===== config.mk =====
export PLATFORM = sky130hd
export DESIGN_NAME = radix_digit_converter
export DESIGN_NICKNAME = d
export VERILOG_FILES = /design/src/rtl/core/rdc_pkg.sv /design/src/rtl/core/rdc_ram.sv /design/src/rtl/core/rdc_datapath.sv /design/src/rtl/core/rdc_ctrl.sv /design/src/rtl/core/radix_digit_converter.sv
export SDC_FILE = /design/constraint.sdc
export NUM_CORES = 1
export LEC_CHECK = 0
export BUFFER_PORTS_ARGS = -buffer_cell sky130_fd_sc_hd__buf_2
export CAP_MARGIN = 20
export CORE_MARGIN = 2
export CORE_UTILIZATION = 50
export CTS_CLUSTER_DIAMETER = 50
export DETAILED_ROUTE_END_ITERATION = 8
export PLACE_DENSITY = 0.67
export SYNTH_ARGS = -nofsm -noshare
export SYNTH_HDL_FRONTEND = slang
export SYNTH_SLANG_ARGS = --single-unit
export TNS_END_PERCENT = 5

===== constraint.sdc =====
create_clock -name aclk -period 22.5 [get_ports aclk]
set_input_delay 3.375 -clock aclk [delete_from_list [all_inputs] [get_ports aclk]]
set_output_delay 3.375 -clock aclk [all_outputs]
set_load 0.01 [all_outputs]

===== src/rtl/core/rdc_pkg.sv =====
// Shared constants and controller/datapath interface types for the radix converter.
package rdc_pkg;

    localparam int VALUE_BITS_DEF  = 31;
    localparam int DIGIT_DEPTH_DEF = 32;
    localparam int DIGIT_W         = 6;
    localparam int BASE_W          = 6;
    // quotient bits resolved per divider cycle
    localparam int DIV_BITS        = 4;

    localparam logic [BASE_W-1:0] BASE_MIN = 6'd2;
    localparam logic [BASE_W-1:0] BASE_MAX = 6'd36;

    typedef struct packed {
        logic load;
        logic div_step;
        logic push;
        logic pop_rd;
        logic out_load;
        logic out_zero;
    } cmd_t;

    typedef struct packed {
        logic step_last;
        logic quot_zero;
        logic cnt_zero;
        logic out_free;
        logic value_zero;
    } status_t;

endpackage


===== src/rtl/core/rdc_ram.sv =====
// Generic single-write, single-read RAM with registered read data.
module rdc_ram #(
    parameter int WIDTH = 6,
    parameter int DEPTH = 32
) (
    input  logic                     aclk,
    input  logic                     we,
    input  logic [$clog2(DEPTH)-1:0] waddr,
    input  logic [WIDTH-1:0]         wdata,
    input  logic                     re,
    input  logic [$clog2(DEPTH)-1:0] raddr,
    output logic [WIDTH-1:0]         rdata
);

    logic [WIDTH-1:0] mem [DEPTH];
    logic [WIDTH-1:0] rdata_reg;

    always_ff @(posedge aclk) begin
        if (we) begin
            mem[waddr] <= wdata;
        end
        if (re) begin
            rdata_reg <= mem[raddr];
        end
    end

    assign rdata = rdata_reg;

endmodule


===== src/rtl/core/rdc_datapath.sv =====
// Datapath: multi-bit restoring divider, digit stack and output register.
module rdc_datapath #(
    parameter int VALUE_BITS  = rdc_pkg::VALUE_BITS_DEF,
    parameter int DIGIT_DEPTH = rdc_pkg::DIGIT_DEPTH_DEF
) (
    input  logic                       aclk,
    input  logic                       aresetn,
    input  logic [VALUE_BITS-1:0]      s_value,
    input  logic [rdc_pkg::BASE_W-1:0] s_base,
    input  rdc_pkg::cmd_t              cmd,
    output rdc_pkg::status_t           status,
    input  logic                       m_ready,
    output logic                       m_valid,
    output logic [rdc_pkg::DIGIT_W-1:0] m_digit,
    output logic                       m_last,
    output logic                       m_empty_res
);
    import rdc_pkg::*;

    localparam int STEPS = (VALUE_BITS + DIV_BITS - 1) / DIV_BITS;
    localparam int PW    = STEPS * DIV_BITS;
    localparam int SW    = $clog2(STEPS);
    localparam int CW    = $clog2(DIGIT_DEPTH + 1);
    localparam int AW    = $clog2(DIGIT_DEPTH);

    // div_reg holds the dividend; quotient bits shift in from the bottom
    logic [PW-1:0]      div_reg, div_next;
    logic [BASE_W-1:0]  rem_reg, rem_next;
    logic [BASE_W-1:0]  base_reg;
    logic [SW-1:0]      step_reg;
    logic [CW-1:0]      count_reg, count_next;
    logic               out_valid_reg;
    logic [DIGIT_W-1:0] out_digit_reg;
    logic               out_last_reg;
    logic               out_empty_reg;

    logic [BASE_W-1:0]  base_sat;
    logic               ram_we;
    logic [AW-1:0]      ram_waddr;
    logic [AW-1:0]      ram_raddr;
    logic [DIGIT_W-1:0] ram_rdata;
    logic               stack_full;

    always_comb begin
        if (s_base < BASE_MIN) begin
            base_sat = BASE_MIN;
        end else if (s_base > BASE_MAX) begin
            base_sat = BASE_MAX;
        end else begin
            base_sat = s_base;
        end
    end

    // DIV_BITS chained compare/subtract steps on a 7-bit partial remainder
    always_comb begin
        logic [PW-1:0]     d;
        logic [BASE_W-1:0] r;
        logic [BASE_W:0]   t;
        d = div_reg;
        r = rem_reg;
        for (int i = 0; i < DIV_BITS; i++) begin
            t = {r, d[PW-1]};
            d = {d[PW-2:0], 1'b0};
            if (t >= {1'b0, base_reg}) begin
                t    = t - {1'b0, base_reg};
                d[0] = 1'b1;
            end
            r = t[BASE_W-1:0];
        end
        div_next = d;
        rem_next = r;
    end

    assign stack_full = (count_reg >= CW'(DIGIT_DEPTH));
    assign ram_we     = cmd.push && !stack_full;
    assign ram_waddr  = count_reg[AW-1:0];
    assign ram_raddr  = AW'(count_reg - CW'(1));

    always_comb begin
        count_next = count_reg;
        if (cmd.load) begin
            count_next = '0;
        end else if (ram_we) begin
            count_next = count_reg + CW'(1);
        end else if (cmd.pop_rd) begin
            count_next = count_reg - CW'(1);
        end
    end

    always_ff @(posedge aclk) begin
        if (!aresetn) begin
            rem_reg   <= '0;
            base_reg  <= BASE_MIN;
            step_reg  <= '0;
            count_reg <= '0;
        end else begin
            count_reg <= count_next;
            if (cmd.load) begin
                rem_reg  <= '0;
                base_reg <= base_sat;
                step_reg <= '0;
            end else if (cmd.div_step) begin
                rem_reg  <= rem_next;
                step_reg <= (step_reg == SW'(STEPS - 1)) ? '0 : step_reg + SW'(1);
            end else if (cmd.push) begin
                rem_reg <= '0;
            end
        end
    end

    always_ff @(posedge aclk) begin
        if (cmd.load) begin
            div_reg <= PW'(s_value);
        end else if (cmd.div_step) begin
            div_reg <= div_next;
        end
    end

    rdc_ram #(
        .WIDTH (DIGIT_W),
        .DEPTH (DIGIT_DEPTH)
    ) u_stack (
        .aclk  (aclk),
        .we    (ram_we),
        .waddr (ram_waddr),
        .wdata (rem_reg),
        .re    (cmd.pop_rd),
        .raddr (ram_raddr),
        .rdata (ram_rdata)
    );

    always_ff @(posedge aclk) begin
        if (!aresetn) begin
            out_valid_reg <= 1'b0;
        end else if (cmd.out_load || cmd.out_zero) begin
            out_valid_reg <= 1'b1;
        end else if (m_ready) begin
            out_valid_reg <= 1'b0;
        end
    end

    always_ff @(posedge aclk) begin
        if (cmd.out_zero) begin
            out_digit_reg <= '0;
            out_last_reg  <= 1'b1;
            out_empty_reg <= 1'b1;
        end else if (cmd.out_load) begin
            out_digit_reg <= ram_rdata;
            out_last_reg  <= (count_reg == '0);
            out_empty_reg <= 1'b0;
        end
    end

    assign status.step_last  = (step_reg == SW'(STEPS - 1));
    assign status.quot_zero  = (div_reg == '0);
    assign status.cnt_zero   = (count_reg == '0);
    assign status.out_free   = !out_valid_reg || m_ready;
    assign status.value_zero = (s_value == '0);

    assign m_valid     = out_valid_reg;
    assign m_digit     = out_digit_reg;
    assign m_last      = out_last_reg;
    assign m_empty_res = out_empty_reg;

    a_load_when_free: assert property (@(posedge aclk) disable iff (!aresetn)
        (cmd.out_load || cmd.out_zero) |-> (!out_valid_reg || m_ready))
        else $error("output register overwritten while holding a transaction");

    a_count_bound: assert property (@(posedge aclk) disable iff (!aresetn)
        count_reg <= CW'(DIGIT_DEPTH))
        else $error("digit count beyond stack depth");

    a_rem_below_base: assert property (@(posedge aclk) disable iff (!aresetn)
        rem_reg < base_reg)
        else $error("partial remainder not below base");

endmodule


===== src/rtl/core/rdc_ctrl.sv =====
// Controller: sequences load, divide, push, pop and output of one conversion.
module rdc_ctrl (
    input  logic              aclk,
    input  logic              aresetn,
    input  logic              s_valid,
    output logic              s_ready,
    input  rdc_pkg::status_t  status,
    output rdc_pkg::cmd_t     cmd
);
    import rdc_pkg::*;

    localparam logic [2:0] ST_IDLE   = 3'd0;
    localparam logic [2:0] ST_ZERO   = 3'd1;
    localparam logic [2:0] ST_DIV    = 3'd2;
    localparam logic [2:0] ST_PUSH   = 3'd3;
    localparam logic [2:0] ST_POP_RD = 3'd4;
    localparam logic [2:0] ST_POP_LD = 3'd5;

    logic [2:0] state_reg, state_next;

    always_comb begin
        state_next = state_reg;
        cmd        = '0;
        unique case (state_reg)
            ST_IDLE: begin
                if (s_valid) begin
                    cmd.load   = 1'b1;
                    state_next = status.value_zero ? ST_ZERO : ST_DIV;
                end
            end
            ST_ZERO: begin
                if (status.out_free) begin
                    cmd.out_zero = 1'b1;
                    state_next   = ST_IDLE;
                end
            end
            ST_DIV: begin
                cmd.div_step = 1'b1;
                if (status.step_last) begin
                    state_next = ST_PUSH;
                end
            end
            ST_PUSH: begin
                cmd.push   = 1'b1;
                state_next = status.quot_zero ? ST_POP_RD : ST_DIV;
            end
            ST_POP_RD: begin
                cmd.pop_rd = 1'b1;
                state_next = ST_POP_LD;
            end
            ST_POP_LD: begin
                if (status.out_free) begin
                    cmd.out_load = 1'b1;
                    state_next   = status.cnt_zero ? ST_IDLE : ST_POP_RD;
                end
            end
            default: begin
                state_next = ST_IDLE;
            end
        endcase
    end

    always_ff @(posedge aclk) begin
        if (!aresetn) begin
            state_reg <= ST_IDLE;
        end else begin
            state_reg <= state_next;
        end
    end

    assign s_ready = (state_reg == ST_IDLE);

    a_pop_nonempty: assert property (@(posedge aclk) disable iff (!aresetn)
        cmd.pop_rd |-> !status.cnt_zero)
        else $error("pop from empty digit stack");

    a_last_to_idle: assert property (@(posedge aclk) disable iff (!aresetn)
        (cmd.out_load && status.cnt_zero) |=> (state_reg == ST_IDLE))
        else $error("controller not idle after final digit");

endmodule


===== src/rtl/core/radix_digit_converter.sv =====
// Each digit costs a full division of the quotient followed by a push, then digits
// leave with a pop read and an output load each; a zero value skips the divider.
// One conversion at a time; when the sink is ready, the 4-bit-per-cycle divider
// sets most of the time per digit. The next value is taken once the final digit
// sits in the output register. Reset clears control and the output valid; the
// digit RAM is not cleared, every entry is written before it is read.
module radix_digit_converter #(
    parameter int VALUE_BITS  = rdc_pkg::VALUE_BITS_DEF,
    parameter int DIGIT_DEPTH = rdc_pkg::DIGIT_DEPTH_DEF
) (
    input  logic                        aclk,
    input  logic                        aresetn,
    input  logic                        s_valid,
    output logic                        s_ready,
    input  logic [VALUE_BITS-1:0]       s_value,
    input  logic [rdc_pkg::BASE_W-1:0]  s_base,
    output logic                        m_valid,
    input  logic                        m_ready,
    output logic [rdc_pkg::DIGIT_W-1:0] m_digit,
    output logic                        m_last,
    output logic                        m_empty_res
);
    import rdc_pkg::*;

    cmd_t    cmd;
    status_t status;

    rdc_ctrl u_ctrl (
        .aclk    (aclk),
        .aresetn (aresetn),
        .s_valid (s_valid),
        .s_ready (s_ready),
        .status  (status),
        .cmd     (cmd)
    );

    rdc_datapath #(
        .VALUE_BITS  (VALUE_BITS),
        .DIGIT_DEPTH (DIGIT_DEPTH)
    ) u_datapath (
        .aclk        (aclk),
        .aresetn     (aresetn),
        .s_value     (s_value),
        .s_base      (s_base),
        .cmd         (cmd),
        .status      (status),
        .m_ready     (m_ready),
        .m_valid     (m_valid),
        .m_digit     (m_digit),
        .m_last      (m_last),
        .m_empty_res (m_empty_res)
    );

endmodule


==> results.md, run 1 <==
* Netlist cell types at 63
* Vias in the first global route at 7257
* WHS at 0.450 ns
* DRC Markers at 0
* Synthesized cell area at 12000 sq um
* Power Total at 0.00186 W
* Yosys warns at 0
* Final wirelength at 25600 um
* ANT nets after route at 0
* Commonest cells after routing, fill and taps aside: 229 x edfxtp_1, 117 x nand2_1, 69 x nor2_1
* Hold path depth at 1
* Period utilization at 38.7%
* Post-synth net total at 913
* Ys flop type: edfxtp_1
* GR Overflow Total at 0
* Final #Nets at 970
* Num ports at 51
* Max-slew violation count at 0
* Worst reg-to-reg path cell count at 30
* RR Startpoint: u_datapath.base_reg[1]
* CTS Buf Count at 28
* Die width at 159 um
* RSZ-0062 raised after global routing: no
* FP Rows at 56
* WP buf/inv at 3
* Skew final at 0.0376 ns
* TritonCTS clock tree: done
* Commonest non-fill, non-tap cell in the layout: edfxtp_1
* Async SR Flop Fraction at 0%
* Slowest stage cell, crit path: a311oi_4
* Reg clk slew, reported paths at 0.06 ns
* Die Footprint at 25300 sq um
* Mapped Avg Cell Area at 14.4 sq um
* Max-Slew Margin vs Limit at 38.9%
* Gate Count Post-Synth at 837
* Antenna violations before repair at 0
* N_diodes at 0
* Worst stage delay on the critical path at 0.66 ns
* Drt wl/cell at 20.8 um
* Placer Congestion at 0.899
* Hold Path Class: register to register
* Endpoints failing setup at 0
* Hold_sp: u_datapath.m_empty_res
* Final Hold Fails at 0
* Clk root buf: clkbuf_16
* Critical Path AT at 9.12 ns
* Total track usage at 20.5%
* Max reg flops at 192
* DRT iter0 DRCs at 646
* Worst skew pair latency at 0.56 ns
* Largest net degree at the start of global routing at 45
* Port Buffers at 50
* CTS sink cnt at 263
* Share of the synthesized area in the top cell type at 57.3%
* Max_cap viols at 0
* Critical path endpoint category: register
* Hold EP: u_datapath.m_empty_res
* CP Max Fanout at 12
* Core ar. at 23500 sq um
* VDD IR max at 284 uV
* Post-Layout Cell Count at 1233
* Final HPWL DP at 17300 um
* Pwr dens at 137 nW/um^2
* Max frequency at 0.115 GHz
* Synth-to-layout area growth at 12.7%
* R2r setup slk at 13.78 ns
* WP data required at 22.90 ns
* Top area cells in the synthesized netlist: edfxtp_1 57%, mux4_2 11%, dfxtp_1 5.7%, nand2_1 3.7%, ha_1 3.2%
* Largest area contributor in the netlist: edfxtp_1
* Worst slew pin tran at 0.910 ns
* Status: completed
* Detailed Routing Iterations Pass 1 at 5
* Chip height at 159 um
* Hold_buf cts at 0
* Initial cell density of the core at 51.0%
* # H-tree levels at 1
* Placed Cells at 1180
* Critical path class: register to register
* Sequential fraction of the synthesis area at 62.9%
* Number of synthesized flops with an enable pin at 229
* PostCTS Resize Cnt at 0
* Sum of negative setup slack at 0 ns
* Post-layout util at 57.5%
* Post-CTS setup buffer count at 0
* CP Launch Type: register
* Vias/cell at 5.82
* Yosys reg bits at 263
* Critical R2R Capture: u_datapath.rem_reg[1]
* Crit path time final at 8.72 ns
* Layout cell share with drive strength beyond 1 at 21.2%
* First-pass GRT wire length at 40700 um
* Clk buf depth at 3
* Routed vias at 7179
* P_leak at 4.74 nW
* CP top delay family: compound AO/OA/AOI/OAI gates
==> report_power, final <==
group	internal (W)	switching [W]
logic	0.000349	0.000496
registers	0.000574	0.0000138
clock network	0.000240	0.000183
total	0.00116	0.000693
==> how the worst max path moves through the flow <==
| stage | cells past startpoint | slack, ns | from | endpoint |
|---|---|---|---|---|
| 2_1_floorplan | 31 | 14.94 | u_datapath.rem_reg[1] | u_datapath.rem_reg[1] |
| 3_3_place_gp | 29 | 13.79 | u_datapath.rem_reg[2] | u_datapath.rem_reg[1] |
| 3_5_place_dp | 29 | 13.56 | u_datapath.rem_reg[1] | u_datapath.rem_reg[1] |
| 4_1_cts | 29 | 13.54 | u_datapath.rem_reg[1] | u_datapath.rem_reg[1] |
| 5_1_grt | 30 | 13.20 | u_datapath.base_reg[1] | u_datapath.rem_reg[1] |
| 6_report | 30 | 13.78 | u_datapath.base_reg[1] | u_datapath.rem_reg[1] |
==> metal layers <==
metal / routed length (um) / global-route usage, %
met4: 654 / 6.16
met2: 12800 / 35.0
met5: 0 / 0
met1: 11000 / 28.0
met3: 1110 / 2.71
==> kinds of logic (layout without fill, tap and decap cells) <==
kind of cell | count (synthesis) | count (layout) | synth area share, %
xor gates and xnor gates | 13 | 13 | 0.948
muxes | 83 | 83 | 13.3
DFF | 263 | 263 | 62.9
buffers and inverters | 62 | 139 | 2.11
adders and majority gates | 36 | 36 | 3.98
AOI/OAI and AO/OA | 104 | 104 | 6.19
and+or+nand+nor | 276 | 276 | 10.5
==> synth_stat cells, types with 6 or more instances <==
cell type,n
a21boi_0,10
a21oi_1,20
a31oi_1,8
clkbuf_1,28
dfxtp_1,34
edfxtp_1,229
ha_1,31
inv_1,27
mux2_2,14
mux2i_1,9
mux4_2,60
nand2_1,117
nand3_1,11
nand3b_1,6
nand4_1,7
nor2_1,69
nor2b_1,7
nor3_1,13
nor4_1,16
o211ai_1,7
o21a_1,8
o21ai_0,17
xnor2_1,6
xor2_1,7
==> worst register-to-register path, delay by kind of cell (launching register included) <==
| kind | cells | cell delay [ns] |
|---|---|---|
| AOI/OAI and AO/OA | 14 | 4.02 |
| and+or+nand+nor | 7 | 1.66 |
| adders and majority gates | 4 | 1.13 |
| muxes | 2 | 0.90 |
| DFF | 1 | 0.51 |
| buffers and inverters | 3 | 0.38 |
==> layout make-up <==
type | instances | area [sq um]
fillers | 1867 | 10000
well taps | 319 | 399
flip-flops and latches | 263 | 7560
multi-input cells | 512 | 4220
inverters | 27 | 101
clock inverters | 12 | 88.8
repair buffers | 62 | 400
clock buffers | 38 | 768
==> through the flow <==
stage | setup slack [ns] | instance area, sq um
final | 13.78 | 13500
after global routing | 13.20 | 13500
after CTS | 13.54 | 13500
after detailed placement | 13.56 | 12600
after global placement | 13.79 | 12600
after floorplan | 14.94 | 12000
Power figures use the tool's default switching activity.
==> inputs of run 2 (changes only) <==
Clock period 22.5 ns to 8.62 ns, I/O delays scaled along.
==> run 2 against run 1 <==
  * Design area up 0.19%
  * Sequential share of layout area shrank 0.11 points
  * Core utilization is 0.11 points higher
  * Highest routed layer unchanged
  * Routed wire length grew 0.56%
  * Via count fell by 0.46%
  * Combinational power rose to 2.7 times the previous value
  * Sequential power rose to 2.6 times the previous value
  * Global-route usage hardly changed
  * Worst hold slack better by 0.0081 ns
  * Clock-buffer cell count up 11
  * Clock power grew to 2.7 times the previous value
==> results.md, run 2 (synthesized netlist as in run 1, its figures left out) <==
* Num ports at 51 (unchanged)
* WHS at 0.458 ns (was 0.450 ns)
* Reg clk slew, reported paths at 0.06 ns (about the same)
* Skew final at 0.0280 ns (was 0.0376 ns)
* DRT iter0 DRCs at 585 (was 646)
* Max reg flops at 192 (unchanged)
* Slowest stage cell, crit path: dfxtp_1 (was a311oi_4)
* Worst slew pin tran at 0.920 ns (was 0.910 ns)
* Largest net degree at the start of global routing at 57 (was 45)
* WP data required at 9.03 ns (was 22.90 ns)
* WP buf/inv at 5 (was 3)
* Vias in the first global route at 7100 (was 7257)
* RSZ-0062 raised after global routing: no (unchanged)
* Post-layout util at 57.6% (was 57.5%)
* P_leak at 4.76 nW (was 4.74 nW)
* CTS sink cnt at 263 (unchanged)
* Synth-to-layout area growth at 12.9% (was 12.7%)
* PostCTS Resize Cnt at 0 (unchanged)
* Status: completed (unchanged)
* Detailed Routing Iterations Pass 1 at 5 (unchanged)
* Die Footprint at 25300 sq um (unchanged)
* # fillers at 1876 (was 1867)
* N_diodes at 0 (unchanged)
* Chip height at 159 um (unchanged)
* Commonest cells after routing, fill and taps aside: 229 x edfxtp_1, 117 x nand2_1, 69 x nor2_1 (unchanged)
* Routed vias at 7146 (was 7179)
* Antenna violations before repair at 0 (unchanged)
* Max frequency at 0.126 GHz (was 0.115 GHz)
* TritonCTS clock tree: done (unchanged)
* Initial cell density of the core at 51.0% (unchanged)
* Layout cell share with drive strength beyond 1 at 21.5% (was 21.2%)
* Hold_buf cts at 0 (unchanged)
* Period utilization at 92.3% (was 38.7%)
* Post-CTS setup buffer count at 0 (unchanged)
* Worst stage delay on the critical path at 0.48 ns (was 0.66 ns)
* GR Overflow Total at 0 (unchanged)
* Max_cap viols at 0 (unchanged)
* Placed Cells at 1186 (was 1180)
* Commonest non-fill, non-tap cell in the layout: edfxtp_1 (unchanged)
* CP Launch Type: register (unchanged)
* CP Max Fanout at 12 (unchanged)
* VDD IR max at 705 uV (was 284 uV)
* Placer Congestion at 0.902 (was 0.899)
* CTS Buf Count at 29 (was 28)
* CP top delay family: compound AO/OA/AOI/OAI gates (unchanged)
* Crit path time final at 7.96 ns (was 8.72 ns)
* Max-slew violation count at 0 (unchanged)
* First-pass GRT wire length at 40300 um (was 40700 um)
* # H-tree levels at 1 (unchanged)
* FP Rows at 56 (unchanged)
* Critical path endpoint category: register (unchanged)
* Post-Layout Cell Count at 1241 (was 1233)
* Final Hold Fails at 0 (unchanged)
* Drt wl/cell at 20.8 um (about the same)
* Endpoints failing setup at 0 (unchanged)
* Port Buffers at 50 (unchanged)
* Final #Nets at 975 (was 970)
* Die width at 159 um (unchanged)
* Final wirelength at 25800 um (was 25600 um)
* Final HPWL DP at 17600 um (was 17300 um)
* Hold Path Class: register to register (unchanged)
* Critical path class: register to register (unchanged)
* Pwr dens at 364 nW/um^2 (was 137 nW/um^2)
* Total track usage at 20.5% (about the same)
* DRC Markers at 0 (unchanged)
* ANT nets after route at 0 (unchanged)
* Sum of negative setup slack at 0 ns (unchanged)
* Vias/cell at 5.76 (was 5.82)
* Placement Setup Slack at 0.595 ns (was 13.56 ns)
* Max-Slew Margin vs Limit at 38.2% (was 38.9%)
* Clk buf depth at 3 (unchanged)
* Critical Path AT at 8.37 ns (was 9.12 ns)
* Clk root buf: clkbuf_16 (unchanged)
* Worst skew pair latency at 0.56 ns (about the same)
* Worst setup margin at 0.664 ns (was 13.78 ns)
* Core ar. at 23500 sq um (unchanged)
run 2: final timing paths:
| kind | startpoint | endpoint | slack [ns] | cells past startpoint |
|---|---|---|---|---|
| worst max register to register | u_datapath.base_reg[1] | u_datapath.rem_reg[1] | 0.66 | 32 |
| worst min-delay path | u_datapath.m_empty_res | u_datapath.m_empty_res | 0.46 | 1 |
| worst max-delay path | u_datapath.base_reg[1] | u_datapath.rem_reg[1] | 0.66 | 32 |
| worst min register to register | u_datapath.m_empty_res | u_datapath.m_empty_res | 0.46 | 1 |
run 2: cell type report:
| cell class | instances | area [sq um] | share of cell area [%] |
|---|---|---|---|
| inverter | 27 | 101 | 0.747 |
| sequential | 263 | 7560 | 55.7 |
| multi-input combinational | 512 | 4220 | 31.1 |
| clock buffer | 49 | 841 | 6.20 |
| clock inverter | 5 | 52.6 | 0.387 |
| timing repair buffer | 66 | 390 | 2.88 |
| tap | 319 | 399 | 2.94 |
run 2: power breakdown:
part           total [W]  internal, W  switching [W]
combinational    0.00225     0.000929        0.00132
sequential       0.00153      0.00150      0.0000330
clock            0.00115     0.000667       0.000485
run 2: metal layers:
| layer | wire length [um] | track usage (%) | part of all wire, % | vias up |
|---|---|---|---|---|
| met3 | 1300 | 2.89 | 5.0 | 36 |
| met4 | 501 | 5.00 | 1.9 | 0 |
| met5 | 0 | 0 | 0 | - |
| met2 | 13100 | 35.2 | 51 | 208 |
| li1 | - | - | - | 3355 |
| met1 | 10800 | 28.1 | 42 | 3547 |
run 2: through the flow:
step	power, W	instance area (sq um)
floorplan	0.00327	12000
global placement	0.00376	12600
detailed placement	0.00376	12600
CTS	0.00490	13500
global route	0.00525	13600
finish	0.00494	13600
==> inputs of run 3 (changes only) <==
Settings changed: CTS_BUF_LIST set to sky130_fd_sc_hd__clkbuf_4, GPL_TIMING_DRIVEN set to 0.
==> run 3 against run 2 <==
  * Core utilization increased by 0.69 points
  * Flip-flop and latch count did not move
  * Non-clock buffer count up 26
  * Total power shrank 0.36%
  * Sequential share of layout area is 0.64 points lower
  * Die area is the same
  * Via count rose by 5.1%
  * Clock-buffer cell count increased by 46
  * Critical endpoint unchanged
  * Largest cell class unchanged
==> results.md, run 3 (synthesized netlist as in run 1, its figures left out) <==
* Status: completed (unchanged)
* Placement Setup Slack at -0.238 ns (was 0.595 ns)
* Slowest stage cell, crit path: dfxtp_2 (was dfxtp_1)
* Die Footprint at 25300 sq um (unchanged)
* Max-Slew Margin vs Limit at 34.1% (was 38.2%)
* WP data required at 9.15 ns (was 9.03 ns)
* Clk root buf: clkbuf_4 (was clkbuf_16)
* First-pass GRT wire length at 42400 um (was 40300 um)
* P_leak at 4.86 nW (was 4.76 nW)
* CTS Buf Count at 66 (was 29)
* Worst skew pair latency at 0.65 ns (was 0.56 ns)
* WHS at 0.462 ns (was 0.458 ns)
* Vias/cell at 5.64 (was 5.76)
* Commonest cells after routing, fill and taps aside: 229 x edfxtp_1, 117 x nand2_1, 95 x clkbuf_4 (was 229 x edfxtp_1, 117 x nand2_1, 69 x nor2_1)
* Crit path time final at 8.11 ns (was 7.96 ns)
* Worst setup margin at 0.507 ns (was 0.664 ns)
* GR Overflow Total at 0 (unchanged)
* Hold_buf cts at 0 (unchanged)
* Worst setup path startpoint: u_datapath.base_reg[1] (unchanged)
* Final #Nets at 1038 (was 975)
* CP top delay family: compound AO/OA/AOI/OAI gates (unchanged)
* ANT nets after route at 0 (unchanged)
* Worst reg-to-reg path cell count at 32 (unchanged)
* CP Depth at 32 (unchanged)
* Pwr dens at 358 nW/um^2 (was 364 nW/um^2)
* Final HPWL DP at 19000 um (was 17600 um)
* Sum of negative setup slack at 0 ns (unchanged)
* Period utilization at 94.1% (was 92.3%)
* Critical Path AT at 8.64 ns (was 8.37 ns)
* Final wirelength at 27100 um (was 25800 um)
* Antenna violations before repair at 1 (was 0)
* Hold Path Class: register to register (unchanged)
* Placed Cells at 1213 (was 1186)
* Post-Layout Cell Count at 1331 (was 1241)
* Critical path endpoint category: register (unchanged)
* Post-layout util at 58.3% (was 57.6%)
* Chip height at 159 um (unchanged)
* Worst slew pin tran at 0.989 ns (was 0.920 ns)
* Endpoints failing setup at 0 (unchanged)
* Num ports at 51 (unchanged)
* Synth-to-layout area growth at 14.3% (was 12.9%)
* Routed vias at 7513 (was 7146)
* Vias in the first global route at 7621 (was 7100)
* Max_cap viols at 0 (unchanged)
* Max frequency at 0.123 GHz (was 0.126 GHz)
* Largest net degree at the start of global routing at 28 (was 57)
* RSZ-0062 raised after global routing: no (unchanged)
* # H-tree levels at 3 (was 1)
* Max-slew violation count at 0 (unchanged)
* Hold path depth at 1 (unchanged)
* Final Hold Fails at 0 (unchanged)
* CTS sink cnt at 263 (unchanged)
* Clk buf depth at 3 (unchanged)
* TritonCTS clock tree: done (unchanged)
* Layout cell share with drive strength beyond 1 at 26.0% (was 21.5%)
* # fillers at 1935 (was 1876)
* Core ar. at 23500 sq um (unchanged)
* DRC Markers at 0 (unchanged)
* CP Max Fanout at 10 (was 12)
* Placer Congestion at 0.868 (was 0.902)
* Hold_sp: u_datapath.m_last (was u_datapath.m_empty_res)
* Worst stage delay on the critical path at 0.44 ns (was 0.48 ns)
* Commonest non-fill, non-tap cell in the layout: edfxtp_1 (unchanged)
* RR Startpoint: u_datapath.base_reg[1] (unchanged)
* Die width at 159 um (unchanged)
* WP buf/inv at 5 (unchanged)
* Skew final at 0.0548 ns (was 0.0280 ns)
* DRT iter0 DRCs at 547 (was 585)
* Reg clk slew, reported paths at 0.07 ns (was 0.06 ns)
* Detailed Routing Iterations Pass 1 at 5 (unchanged)
* Port Buffers at 50 (unchanged)
* Total track usage at 21.9% (was 20.5%)
* Initial cell density of the core at 51.0% (unchanged)
* Max reg flops at 192 (unchanged)
* Drt wl/cell at 20.4 um (was 20.8 um)
* CP Launch Type: register (unchanged)
* VDD IR max at 964 uV (was 705 uV)
* Critical path class: register to register (unchanged)
* FP Rows at 56 (unchanged)
-- run 3: changes by cell type in the layout (fill, tap and decap cells not counted), moves of 2 or more --
| cell | change |
|---|---|
| buf_1 | +4 |
| buf_4 | -14 |
| dfxtp_2 | +5 |
| clkbuf_4 | +95 |
| buf_16 | +5 |
| clkinv_2 | +3 |
| dfxtp_1 | -4 |
| diode_2 | +2 |
| clkbuf_1 | +12 |
| clkinv_1 | +11 |
| clkbuf_16 | -29 |
| clkinvlp_4 | +3 |
| clkbuf_8 | -3 |
-- run 3: worst paths after layout --
check                                             end  slack (ns)
worst max-delay path            u_datapath.rem_reg[1]        0.51
worst min-delay path                u_datapath.m_last        0.46
worst max register to register  u_datapath.rem_reg[1]        0.51
worst min register to register      u_datapath.m_last        0.46
-- run 3: worst reg2reg max path, delay by kind of cell, from the launching register on --
family	cells	cell delay, ns
AOI/OAI and AO/OA	15	3.92
adders and majority gates	4	1.10
buffers and inverters	5	0.72
DFF	1	0.44
muxes	2	0.76
and+or+nand+nor	6	1.09
-- run 3: power breakdown --
part / internal [W] / total [W] / switching, W
logic: 0.000994 / 0.00234 / 0.00134
clock network: 0.000541 / 0.00103 / 0.000491
registers: 0.00150 / 0.00155 / 0.0000517
-- run 3: metrics by stage --
| stage | cell area, sq um | power, W |
|---|---|---|
| final | 13700 | 0.00492 |
| after global placement | 12700 | 0.00375 |
| after floorplan | 12000 | 0.00327 |
| after CTS | 13700 | 0.00484 |
| after detailed placement | 12800 | 0.00379 |
| after global routing | 13700 | 0.00527 |
-- run 3: metal layers --
| layer | wire length, um | global-route usage (%) |
|---|---|---|
| met1 | 11600 | 29.2 |
| met4 | 713 | 8.80 |
| met5 | 0 | 0 |
| met2 | 13300 | 35.5 |
| met3 | 1500 | 4.58 |
-- run 3: final cells by class --
| class | instances | area [sq um] | share of cell area, % |
|---|---|---|---|
| diodes | 2 | 5.00 | 0.0365 |
| flip-flops and latches | 263 | 7560 | 55.1 |
| inverters | 27 | 101 | 0.738 |
| clock inverters | 21 | 125 | 0.912 |
| repair buffers | 57 | 430 | 3.14 |
| clock buffers | 95 | 713 | 5.20 |
| multi-input cells | 512 | 4230 | 30.9 |
| plain buffers | 35 | 153 | 1.11 |
| well taps | 319 | 399 | 2.91 |
-- run 3: what timing repair did --
action / in CTS / in global routing
endpoints found under the setup margin: 5 / 7
setup buffers: 0 / 0
gates resized for setup: 2 / 8
